--- src/rtl/core/smt_pkg.sv ---
package smt_pkg;

	// default sizing of the store
	localparam int DEF_CAPACITY    = 64;
	localparam int DEF_VALUE_WIDTH = 32;

	// fixed field widths of the stream beats
	localparam int MODE_W      = 2;
	localparam int VALUE_W     = 32;
	localparam int REPEAT_W    = 7;
	localparam int COUNT_OUT_W = 7;
	localparam int IN_TDATA_W  = 40;
	localparam int OUT_TDATA_W = 24;

	// operation codes carried in tuser
	localparam logic [MODE_W-1:0] MODE_ADD    = 2'd0;
	localparam logic [MODE_W-1:0] MODE_REMOVE = 2'd1;
	localparam logic [MODE_W-1:0] MODE_SEARCH = 2'd2;
	localparam logic [MODE_W-1:0] MODE_COUNT  = 2'd3;

	// result of one operation, handed from the sequencer to the output register
	typedef struct packed {
		logic                   found;
		logic [COUNT_OUT_W-1:0] occurrences;
		logic [COUNT_OUT_W-1:0] element_count;
		logic                   is_empty;
		logic                   overflow;
	} res_t;

endpackage

--- src/rtl/core/smt_ram.sv ---
module smt_ram #(
	parameter int WIDTH = 32,
	parameter int DEPTH = 64,
	parameter int AW    = (DEPTH > 1) ? $clog2(DEPTH) : 1
) (
	input  logic             clk,
	input  logic             we,
	input  logic [AW-1:0]    waddr,
	input  logic [WIDTH-1:0] wdata,
	input  logic [AW-1:0]    raddr,
	output logic [WIDTH-1:0] rdata
);

	logic [WIDTH-1:0] mem_q [DEPTH];

	// one write port, one registered read port
	always_ff @(posedge clk) begin
		if (we) begin
			mem_q[waddr] <= wdata;
		end
		rdata <= mem_q[raddr];
	end

endmodule

--- src/rtl/core/smt_seq.sv ---
module smt_seq #(
	parameter int CAPACITY = 64,
	parameter int KEY_W    = 32,
	parameter int ADDR_W   = (CAPACITY > 1) ? $clog2(CAPACITY) : 1
) (
	input  logic                          clk,
	input  logic                          arst_n,
	input  logic                          start,
	input  logic [smt_pkg::MODE_W-1:0]    mode,
	input  logic [KEY_W-1:0]              key,
	input  logic [smt_pkg::REPEAT_W-1:0]  reps,
	input  logic                          order_desc,
	input  logic                          res_ready,
	output logic                          idle,
	output logic                          res_valid,
	output smt_pkg::res_t                 res,
	output logic                          ram_we,
	output logic [ADDR_W-1:0]             ram_waddr,
	output logic [KEY_W-1:0]              ram_wdata,
	output logic [ADDR_W-1:0]             ram_raddr,
	input  logic [KEY_W-1:0]              ram_rdata
);
	import smt_pkg::*;

	localparam int CNT_W = $clog2(CAPACITY + 1);
	localparam int SUM_W = ((CNT_W > REPEAT_W) ? CNT_W : REPEAT_W) + 1;

	localparam logic [2:0] ST_IDLE  = 3'd0;
	localparam logic [2:0] ST_SCAN  = 3'd1;
	localparam logic [2:0] ST_SHIFT = 3'd2;
	localparam logic [2:0] ST_FILL  = 3'd3;
	localparam logic [2:0] ST_DONE  = 3'd4;

	logic [2:0]          state_q;
	logic [CNT_W-1:0]    count_q;
	logic [CNT_W-1:0]    ptr_q;
	logic [CNT_W-1:0]    rem_q;
	logic [CNT_W-1:0]    pos_q;
	logic [CNT_W-1:0]    occ_q;
	logic                found_q;
	logic                ovf_q;
	logic [MODE_W-1:0]   mode_q;
	logic [KEY_W-1:0]    key_q;
	logic [REPEAT_W-1:0] reps_q;
	logic                rv_s1;
	logic [ADDR_W-1:0]   ra_s1;

	logic             is_add;
	logic             is_remove;
	logic             eq_hit;
	logic             prec_hit;
	logic             stop_now;
	logic             end_now;
	logic             issue;
	logic [SUM_W-1:0] fit_sum;
	logic             fit_fail;
	logic [SUM_W-1:0] shift_dst;
	logic [CNT_W-1:0] ra_ext;
	logic [SUM_W-1:0] count_ext;
	logic [SUM_W-1:0] occ_ext;

	assign is_add    = (mode_q == MODE_ADD);
	assign is_remove = (mode_q == MODE_REMOVE);
	assign ra_ext    = CNT_W'(ra_s1);

	// compare the entry returned by the memory against the key
	assign eq_hit   = (ram_rdata == key_q);
	assign prec_hit = order_desc ? (ram_rdata >= key_q) : (ram_rdata <= key_q);

	// scan stops at the insert point, or at the first equal entry
	assign stop_now = (state_q == ST_SCAN) && rv_s1 &&
		((is_add && !prec_hit) || ((mode_q == MODE_REMOVE || mode_q == MODE_SEARCH) && eq_hit));
	assign end_now  = (state_q == ST_SCAN) && !rv_s1 && (ptr_q >= count_q);

	// one read issued per cycle while scanning or moving entries
	always_comb begin
		issue = 1'b0;
		case (state_q)
			ST_SCAN:  issue = !stop_now && (ptr_q < count_q);
			ST_SHIFT: issue = (rem_q != '0);
			default:  issue = 1'b0;
		endcase
	end

	// room check for an add
	assign fit_sum  = SUM_W'(count_q) + SUM_W'(reps);
	assign fit_fail = (fit_sum > SUM_W'(CAPACITY));

	// moved entry lands reps places up for add, one place down for remove
	assign shift_dst = is_add ? (SUM_W'(ra_s1) + SUM_W'(reps_q)) : (SUM_W'(ra_s1) - SUM_W'(1));

	// memory ports; reads run ahead of writes and never hit the written entry
	always_comb begin
		ram_raddr = ptr_q[ADDR_W-1:0];
		ram_we    = 1'b0;
		ram_waddr = shift_dst[ADDR_W-1:0];
		ram_wdata = ram_rdata;
		case (state_q)
			ST_SHIFT: ram_we = rv_s1;
			ST_FILL: begin
				ram_we    = 1'b1;
				ram_waddr = ptr_q[ADDR_W-1:0];
				ram_wdata = key_q;
			end
			default: ram_we = 1'b0;
		endcase
	end

	// read pipeline: address of the data that arrives next cycle
	always_ff @(posedge clk or negedge arst_n) begin
		if (!arst_n) begin
			rv_s1 <= 1'b0;
		end else begin
			rv_s1 <= issue;
		end
	end

	always_ff @(posedge clk) begin
		if (issue) begin
			ra_s1 <= ptr_q[ADDR_W-1:0];
		end
	end

	// operation latch
	always_ff @(posedge clk) begin
		if (start) begin
			mode_q <= mode;
			key_q  <= key;
			reps_q <= reps;
		end
	end

	// sequencer
	always_ff @(posedge clk or negedge arst_n) begin
		if (!arst_n) begin
			state_q <= ST_IDLE;
			count_q <= '0;
			ptr_q   <= '0;
			rem_q   <= '0;
			pos_q   <= '0;
			occ_q   <= '0;
			found_q <= 1'b0;
			ovf_q   <= 1'b0;
		end else begin
			case (state_q)
				ST_IDLE: begin
					if (start) begin
						ptr_q   <= '0;
						occ_q   <= '0;
						found_q <= 1'b0;
						ovf_q   <= (mode == MODE_ADD) && fit_fail;
						if (mode == MODE_ADD && fit_fail) begin
							state_q <= ST_DONE;
						end else if (mode == MODE_ADD && reps == '0) begin
							state_q <= ST_DONE;
						end else begin
							state_q <= ST_SCAN;
						end
					end
				end
				ST_SCAN: begin
					if (issue) begin
						ptr_q <= ptr_q + CNT_W'(1);
					end
					if (rv_s1 && eq_hit && mode_q == MODE_COUNT) begin
						occ_q <= occ_q + CNT_W'(1);
					end
					if (stop_now || end_now) begin
						case (mode_q)
							MODE_ADD: begin
								pos_q   <= stop_now ? ra_ext : count_q;
								rem_q   <= count_q - (stop_now ? ra_ext : count_q);
								ptr_q   <= count_q - CNT_W'(1);
								state_q <= ST_SHIFT;
							end
							MODE_REMOVE: begin
								if (stop_now) begin
									found_q <= 1'b1;
									ptr_q   <= ra_ext + CNT_W'(1);
									rem_q   <= count_q - ra_ext - CNT_W'(1);
									state_q <= ST_SHIFT;
								end else begin
									state_q <= ST_DONE;
								end
							end
							MODE_SEARCH: begin
								found_q <= stop_now;
								state_q <= ST_DONE;
							end
							default: state_q <= ST_DONE;
						endcase
					end
				end
				ST_SHIFT: begin
					if (issue) begin
						ptr_q <= is_add ? (ptr_q - CNT_W'(1)) : (ptr_q + CNT_W'(1));
						rem_q <= rem_q - CNT_W'(1);
					end else if (!rv_s1) begin
						if (is_remove) begin
							count_q <= count_q - CNT_W'(1);
							state_q <= ST_DONE;
						end else begin
							ptr_q   <= pos_q;
							rem_q   <= CNT_W'(reps_q);
							state_q <= ST_FILL;
						end
					end
				end
				ST_FILL: begin
					ptr_q <= ptr_q + CNT_W'(1);
					rem_q <= rem_q - CNT_W'(1);
					if (rem_q == CNT_W'(1)) begin
						count_q <= count_q + CNT_W'(reps_q);
						state_q <= ST_DONE;
					end
				end
				ST_DONE: begin
					if (res_ready) begin
						state_q <= ST_IDLE;
					end
				end
				default: state_q <= ST_IDLE;
			endcase
		end
	end

	// result fields, counts masked to the port width
	assign count_ext = SUM_W'(count_q);
	assign occ_ext   = SUM_W'(occ_q);

	assign idle                = (state_q == ST_IDLE);
	assign res_valid           = (state_q == ST_DONE);
	assign res.found           = found_q;
	assign res.occurrences     = occ_ext[COUNT_OUT_W-1:0];
	assign res.element_count   = count_ext[COUNT_OUT_W-1:0];
	assign res.is_empty        = (count_q == '0);
	assign res.overflow        = ovf_q;

endmodule

--- src/rtl/core/sorted_multiset_table.sv ---
// Sorted multiset table: keeps up to CAPACITY signed values in sorted order
// in one synchronous memory and runs one operation per input beat.
// Input channel s_axis: tuser carries the operation (add, remove one, search,
// count), tdata the value and, for add, the number of copies.
// Output channel m_axis: one result beat per input beat, in order, with the
// found flag, occurrence count, stored size, empty flag and overflow flag.
// cfg_we/cfg_wdata set ascending (0) or descending (1) order; write it only
// while no operation is in flight.
// An operation scans the stored entries one memory read per cycle and stops
// at the insert point, the entry to remove or the first match of a search
// (a count scans them all), moves the entries behind the insert or delete
// point one per cycle, then writes the new copies one per cycle. A refused
// or zero-copy add skips these steps. The single memory port pair sets this
// pace.
// One operation is in flight at a time; s_axis_tready drops after each
// accepted beat and returns once the result moves into the output register.
// When the receiver stalls, the output register holds one result, the next
// operation finishes and waits with its result, and s_axis_tready stays low.
// Reset empties the table and selects ascending order; memory contents are
// not cleared since only entries below the stored size are ever read.
module sorted_multiset_table #(
	parameter int CAPACITY    = smt_pkg::DEF_CAPACITY,
	parameter int VALUE_WIDTH = smt_pkg::DEF_VALUE_WIDTH
) (
	input  logic                               clk,
	input  logic                               arst_n,
	input  logic                               cfg_we,
	input  logic                               cfg_wdata,
	input  logic                               s_axis_tvalid,
	output logic                               s_axis_tready,
	// [31:0] value, [38:32] repeat_req, [39] zero
	input  logic [smt_pkg::IN_TDATA_W-1:0]     s_axis_tdata,
	// [1:0] mode
	input  logic [smt_pkg::MODE_W-1:0]         s_axis_tuser,
	output logic                               m_axis_tvalid,
	input  logic                               m_axis_tready,
	// [0] found, [7:1] occurrences, [14:8] element_count, [15] is_empty,
	// [16] overflow, [23:17] zero
	output logic [smt_pkg::OUT_TDATA_W-1:0]    m_axis_tdata
);
	import smt_pkg::*;

	localparam int KEY_W  = (VALUE_WIDTH < VALUE_W) ? VALUE_WIDTH : VALUE_W;
	localparam int ADDR_W = (CAPACITY > 1) ? $clog2(CAPACITY) : 1;

	logic                order_q;
	logic                m_valid_q;
	res_t                res_q;
	logic                accept;
	logic [KEY_W-1:0]    key_raw;
	logic [KEY_W-1:0]    key;
	logic                seq_idle;
	logic                res_valid;
	logic                res_ready;
	res_t                res;
	logic                ram_we;
	logic [ADDR_W-1:0]   ram_waddr;
	logic [KEY_W-1:0]    ram_wdata;
	logic [ADDR_W-1:0]   ram_raddr;
	logic [KEY_W-1:0]    ram_rdata;

	// order register
	always_ff @(posedge clk or negedge arst_n) begin
		if (!arst_n) begin
			order_q <= 1'b0;
		end else if (cfg_we) begin
			order_q <= cfg_wdata;
		end
	end

	// biased key: flipping the sign bit makes unsigned order match signed order
	assign key_raw = s_axis_tdata[KEY_W-1:0];
	assign key     = {~key_raw[KEY_W-1], key_raw[KEY_W-2:0]};

	assign s_axis_tready = seq_idle;
	assign accept        = s_axis_tvalid && s_axis_tready;

	smt_seq #(
		.CAPACITY (CAPACITY),
		.KEY_W    (KEY_W),
		.ADDR_W   (ADDR_W)
	) u_seq (
		.clk        (clk),
		.arst_n     (arst_n),
		.start      (accept),
		.mode       (s_axis_tuser),
		.key        (key),
		.reps       (s_axis_tdata[VALUE_W +: REPEAT_W]),
		.order_desc (order_q),
		.res_ready  (res_ready),
		.idle       (seq_idle),
		.res_valid  (res_valid),
		.res        (res),
		.ram_we     (ram_we),
		.ram_waddr  (ram_waddr),
		.ram_wdata  (ram_wdata),
		.ram_raddr  (ram_raddr),
		.ram_rdata  (ram_rdata)
	);

	smt_ram #(
		.WIDTH (KEY_W),
		.DEPTH (CAPACITY),
		.AW    (ADDR_W)
	) u_ram (
		.clk   (clk),
		.we    (ram_we),
		.waddr (ram_waddr),
		.wdata (ram_wdata),
		.raddr (ram_raddr),
		.rdata (ram_rdata)
	);

	// output register, refilled as soon as the held beat goes out
	assign res_ready = !m_valid_q || m_axis_tready;

	always_ff @(posedge clk or negedge arst_n) begin
		if (!arst_n) begin
			m_valid_q <= 1'b0;
		end else if (res_ready) begin
			m_valid_q <= res_valid;
		end
	end

	always_ff @(posedge clk) begin
		if (res_ready && res_valid) begin
			res_q <= res;
		end
	end

	assign m_axis_tvalid = m_valid_q;
	assign m_axis_tdata  = {7'd0, res_q.overflow, res_q.is_empty, res_q.element_count,
		res_q.occurrences, res_q.found};

`ifndef SYNTH
	// one operation at a time
	a_one_in_flight: assert property (@(posedge clk) disable iff (!arst_n)
		accept |=> !s_axis_tready)
		else $error("input accepted while an operation was running");

	// no new operation while a result waits for the output register
	a_result_blocks: assert property (@(posedge clk) disable iff (!arst_n)
		res_valid |-> !s_axis_tready)
		else $error("input ready while a result is pending");

	// memory is only written by a running operation
	a_quiet_when_idle: assert property (@(posedge clk) disable iff (!arst_n)
		ram_we |-> !s_axis_tready)
		else $error("memory written while idle");

	// a refused add reports neither a find nor an occurrence count
	a_overflow_alone: assert property (@(posedge clk) disable iff (!arst_n)
		(m_axis_tvalid && res_q.overflow) |-> (!res_q.found && res_q.occurrences == '0))
		else $error("overflow result carries other flags");
`endif

endmodule

--- config.mk ---
export PLATFORM = sky130hd
export DESIGN_NAME = sorted_multiset_table
export DESIGN_NICKNAME = d
export VERILOG_FILES = /design/src/rtl/core/smt_pkg.sv /design/src/rtl/core/smt_ram.sv /design/src/rtl/core/smt_seq.sv /design/src/rtl/core/sorted_multiset_table.sv
export SDC_FILE = /design/constraint.sdc
export NUM_CORES = 2
export LEC_CHECK = 0
export ABC_AREA = 0
export ABC_CLOCK_PERIOD_IN_PS = 5600
export BUFFER_PORTS_ARGS = -buffer_cell sky130_fd_sc_hd__buf_2
export CAP_MARGIN = 25
export CELL_PAD_IN_SITES_DETAIL_PLACEMENT = 1
export CELL_PAD_IN_SITES_GLOBAL_PLACEMENT = 1
export CORE_UTILIZATION = 48
export DETAILED_ROUTE_END_ITERATION = 12
export PLACE_DENSITY = 0.66
export SLEW_MARGIN = 40
export SYNTH_ARGS = -nofsm -noshare
export SYNTH_HDL_FRONTEND = slang
export SYNTH_SLANG_ARGS = --single-unit
--- constraint.sdc ---
create_clock -name clk -period 5.6 [get_ports clk]
set_input_delay 0.28 -clock clk [delete_from_list [all_inputs] [get_ports clk]]
set_output_delay 0.28 -clock clk [all_outputs]
set_load 0.01 [all_outputs]
==> flow_summary.ini <==
[cells_and_area]
synthToLayoutAreaGrowth_pct = 14.57
multi_input_area_um2 = 21070
final_nets = 4441
fin_cells = 6854
seqCellArea_um2 = 65160
final_cell_mix = 2,112 x edfxtp_1, 633 x mux4_2, 221 x clkbuf_16
final_cell_area_um2 = 99180
final_common_cell = edfxtp_1
n_fill_cell = 15240
drive_gt1_share_pct = 29.88

[logic_synthesis]
yosysTopAreaCell = edfxtp_1
synth_top_flop_cell = edfxtp_1
synth_edf_count = 2112
synthAdderAreaFrac_pct = 1.272
synth_area_leaders = edfxtp_1 73%, mux4_2 16%, dfrtp_1 1.2%
synth.distinct_cells = 89
synth-compound-area-share_pct = 2.246
async_reset_ff_share_pct = 1.966
avgSynthCellArea_um2 = 21.72
synth_cells = 3986
synthMuxAreaShare_pct = 17.27
synth_seq_cells = 2187
yosys_warnings = 0
yosysSeqAreaShare_pct = 75.25
synth-simple-area-share_pct = 2.112
synth_top_family_by_area = multiplexers
synth-xor-area-share_pct = 0.4047
syn_area_um2 = 86570
yosysTopAreaCellShare_pct = 73.26

[timing]
hold_viol = 0
fmax_mhz = 208.8
rsz0062_at_grt = no
final.period_utilization_pct = 85.53
setup_viol = 0
maxSlewHeadroom_pct = 37.44
finalClockSkew_ns = 0.05587
slew_viol_final = 0
tightestPinTransition_ns = 0.9385
fin_crit_ns = 4.790
tns_ns = 0

[global_route]
grt_pass1_wl_mm = 328.7
grt_use_total_pct = 25.75
antenna_found_initial = 15
grt_overflow = 0
grt_max_degree = 117
grt_pass1_vias = 44410

[cts]
cts_hold_buf = 46
root_buffer = clkbuf_16
cts.htree.levels = 4
worstSkewPairLatency_ns = 0.88
cts_setup_buffers = 0
clock_sinks = 2187
cts_tree = done
clockBufferDepth = 3
clk_pin_slew_ns = 0.07
cts.repair.resized = 0
cts_buffers = 217

[setup_path]
crit_start = u_seq.key_q[31]$_DFFE_PP_
setup.worst_path.start_class = flop
worstSetupPathDepth = 20
rr_worst_depth = 20
worstSetupEndpointType = flop
critical_path_class = flop to flop
crit_chain = inv_1 -> ha_1 -> nand4_2 -> nor4_2 -> a21o_1 -> nor2_2 -> a21oi_2 -> nand2_2 -> o21ai_0 -> ha_1 -> fa_1 -> inv_1 -> a21o_1 -> a21oi_1 -> o21bai_1 -> a211o_1 -> a21oi_1 -> nor2_1 -> o2bb2ai_1 -> o21ai_0
crit_family = compound AO/OA/AOI/OAI gates
max_stage_delay_ns = 0.72
r2r_end = u_seq.rem_q[6]$_DFFE_PN0P_
cp_max_fo = 9
cp.required_ns = 6.32
worstPathArrival_ns = 5.51
critPathCapture = u_seq.rem_q[6]$_DFFE_PN0P_
timing.rr.start = u_seq.key_q[31]$_DFFE_PP_
rrSetupSlack_ns = 0.81
crit_slowest_cell = nor4_2
path_buf_inv = 2

[floorplan]
design.portCount = 74
std_cell_rows = 155
die_w_um = 426.7
die_area_um2 = 182000
initial_core_util_pct = 48.41
core_region_area_um2 = 178800
die-height_um = 426.7

[drt]
drtAntennaViolNets = 0
vias = 42690
routedWlPerCell_um = 33.87
drt-total-wl_mm = 232.2
viasPerCell = 6.229
first_pass_iters = 7
drc = 0
drtIter0Drc = 4899

[pwr]
cellPowerDensity_nw_per_um2 = 540.4
peakVddDrop_v = 0.0005110
fin_total_pwr_mw = 53.59
p_leak_nw = 31.05

[placed_design]
dp_hpwl_mm = 133.4
io_buffers = 65
place_area_um2 = 91400
place_inst = 6390
gp_congestion = 0.8403

[run_status]
outcome = finished clean

[min_path]
hold_path.class = primary input to asynchronous set/reset pin

[flow_run]
cap_violations = 0
routing by layer:
layer | vias up | share of wire, % | global-route usage [%]
met5 | - | 0.0056 | 0
met4 | 2 | 2.5 | 7.232
met3 | 305 | 6.6 | 3.910
met2 | 1606 | 50 | 42.50
met1 | 23400 | 41 | 35.89
li1 | 17380 | - | -
where the power goes:
group | internal [mW] | switching (mW) | leakage, nW
Sequential | 21.6 | 0.660 | 19.9
Combinational | 6.16 | 10.6 | 7.71
Clock | 8.33 | 6.29 | 3.47
sequential cells by signal (all words and copies together) (netlist names), 2 cells and up:
signal	cells
u_seq.mode_q	2
u_seq.key_q	32
u_seq.count_q	7
u_seq.state_q	3
u_ram.mem_q	2048
u_ram.rdata	32
m_axis_tdata	17
u_seq.ra_s1	6
u_seq.ptr_q	7
u_seq.reps_q	7
u_seq.occ_q	7
u_seq.rem_q	7
u_seq.pos_q	7
worst min-delay path: cells and delay by family:
kind                   cells  cell delay (ns)
buffers and inverters      3             1.16
cells in the mapped netlist (7+ instances only):
cell / number
mux2i_1: 52
ha_1: 80
nand2_1: 126
nand4_1: 14
a31oi_1: 11
buf_4: 17
mux4_2: 633
a21o_1: 10
buf_1: 29
xnor2_1: 28
o221ai_1: 9
xor2_1: 12
clkbuf_1: 72
dfrtp_1: 43
o21ai_0: 91
nor2_1: 143
a211oi_1: 7
dfxtp_1: 32
edfxtp_1: 2112
buf_2: 73
nor2b_1: 13
inv_1: 74
a21oi_1: 66
nand2b_1: 13
nor3_1: 20
nand3_1: 21
a221o_1: 8
o21bai_1: 9
o21a_1: 11
o22ai_1: 21
mux2_2: 12
kinds of logic (layout without fill, tap and decap cells):
group | count (synthesis) | in the layout
other cells | 1 | 14
mux | 699 | 699
compound gates | 304 | 304
flops | 2187 | 2187
buf+inv | 276 | 776
simple gates | 394 | 394
fa+ha+maj | 85 | 85
xor+xnor | 40 | 40
how the worst min path moves through the flow:
stage                       startpoint                    endpoint  slack, ns
2_1_floorplan                   arst_n   m_axis_tvalid$_DFFE_PN0P_      -0.02
3_3_place_gp   u_seq.ovf_q$_DFFE_PN0P_  m_axis_tdata[16]$_DFFE_PP_       0.44
3_5_place_dp   u_seq.ovf_q$_DFFE_PN0P_  m_axis_tdata[16]$_DFFE_PP_       0.43
4_1_cts                         arst_n  u_seq.occ_q[6]$_DFFE_PN0P_       0.06
5_1_grt                         arst_n  u_seq.occ_q[4]$_DFFE_PN0P_       0.14
6_report                        arst_n   m_axis_tvalid$_DFFE_PN0P_       0.09
final cells by class:
| type | count | area share [%] |
|---|---|---|
| Clock inverter | 129 | 1.378 |
| Clock buffer | 274 | 5.817 |
| Inverter | 76 | 0.2902 |
| Tap cell | 2355 | 2.971 |
| Sequential cell | 2187 | 65.70 |
| Multi-Input combinational cell | 1529 | 21.25 |
| Antenna cell | 7 | 0.01766 |
| Timing Repair Buffer | 297 | 2.581 |
stage by stage:
| stage | utilization, % | hold WS (ns) | worst slack, ns |
|---|---|---|---|
| 2_1_floorplan | - | -0.01559 | 0.8019 |
| 3_3_place_gp | 51.07 | 0.4365 | 0.9562 |
| 3_5_place_dp | 51.11 | 0.4322 | 0.8909 |
| 4_1_cts | 55.36 | 0.06428 | 0.8260 |
| 5_1_grt | 55.46 | 0.1428 | 0.5962 |
| 6_report | 55.47 | 0.09176 | 0.8104 |
No activity file was read; power rests on OpenSTA's default activity.
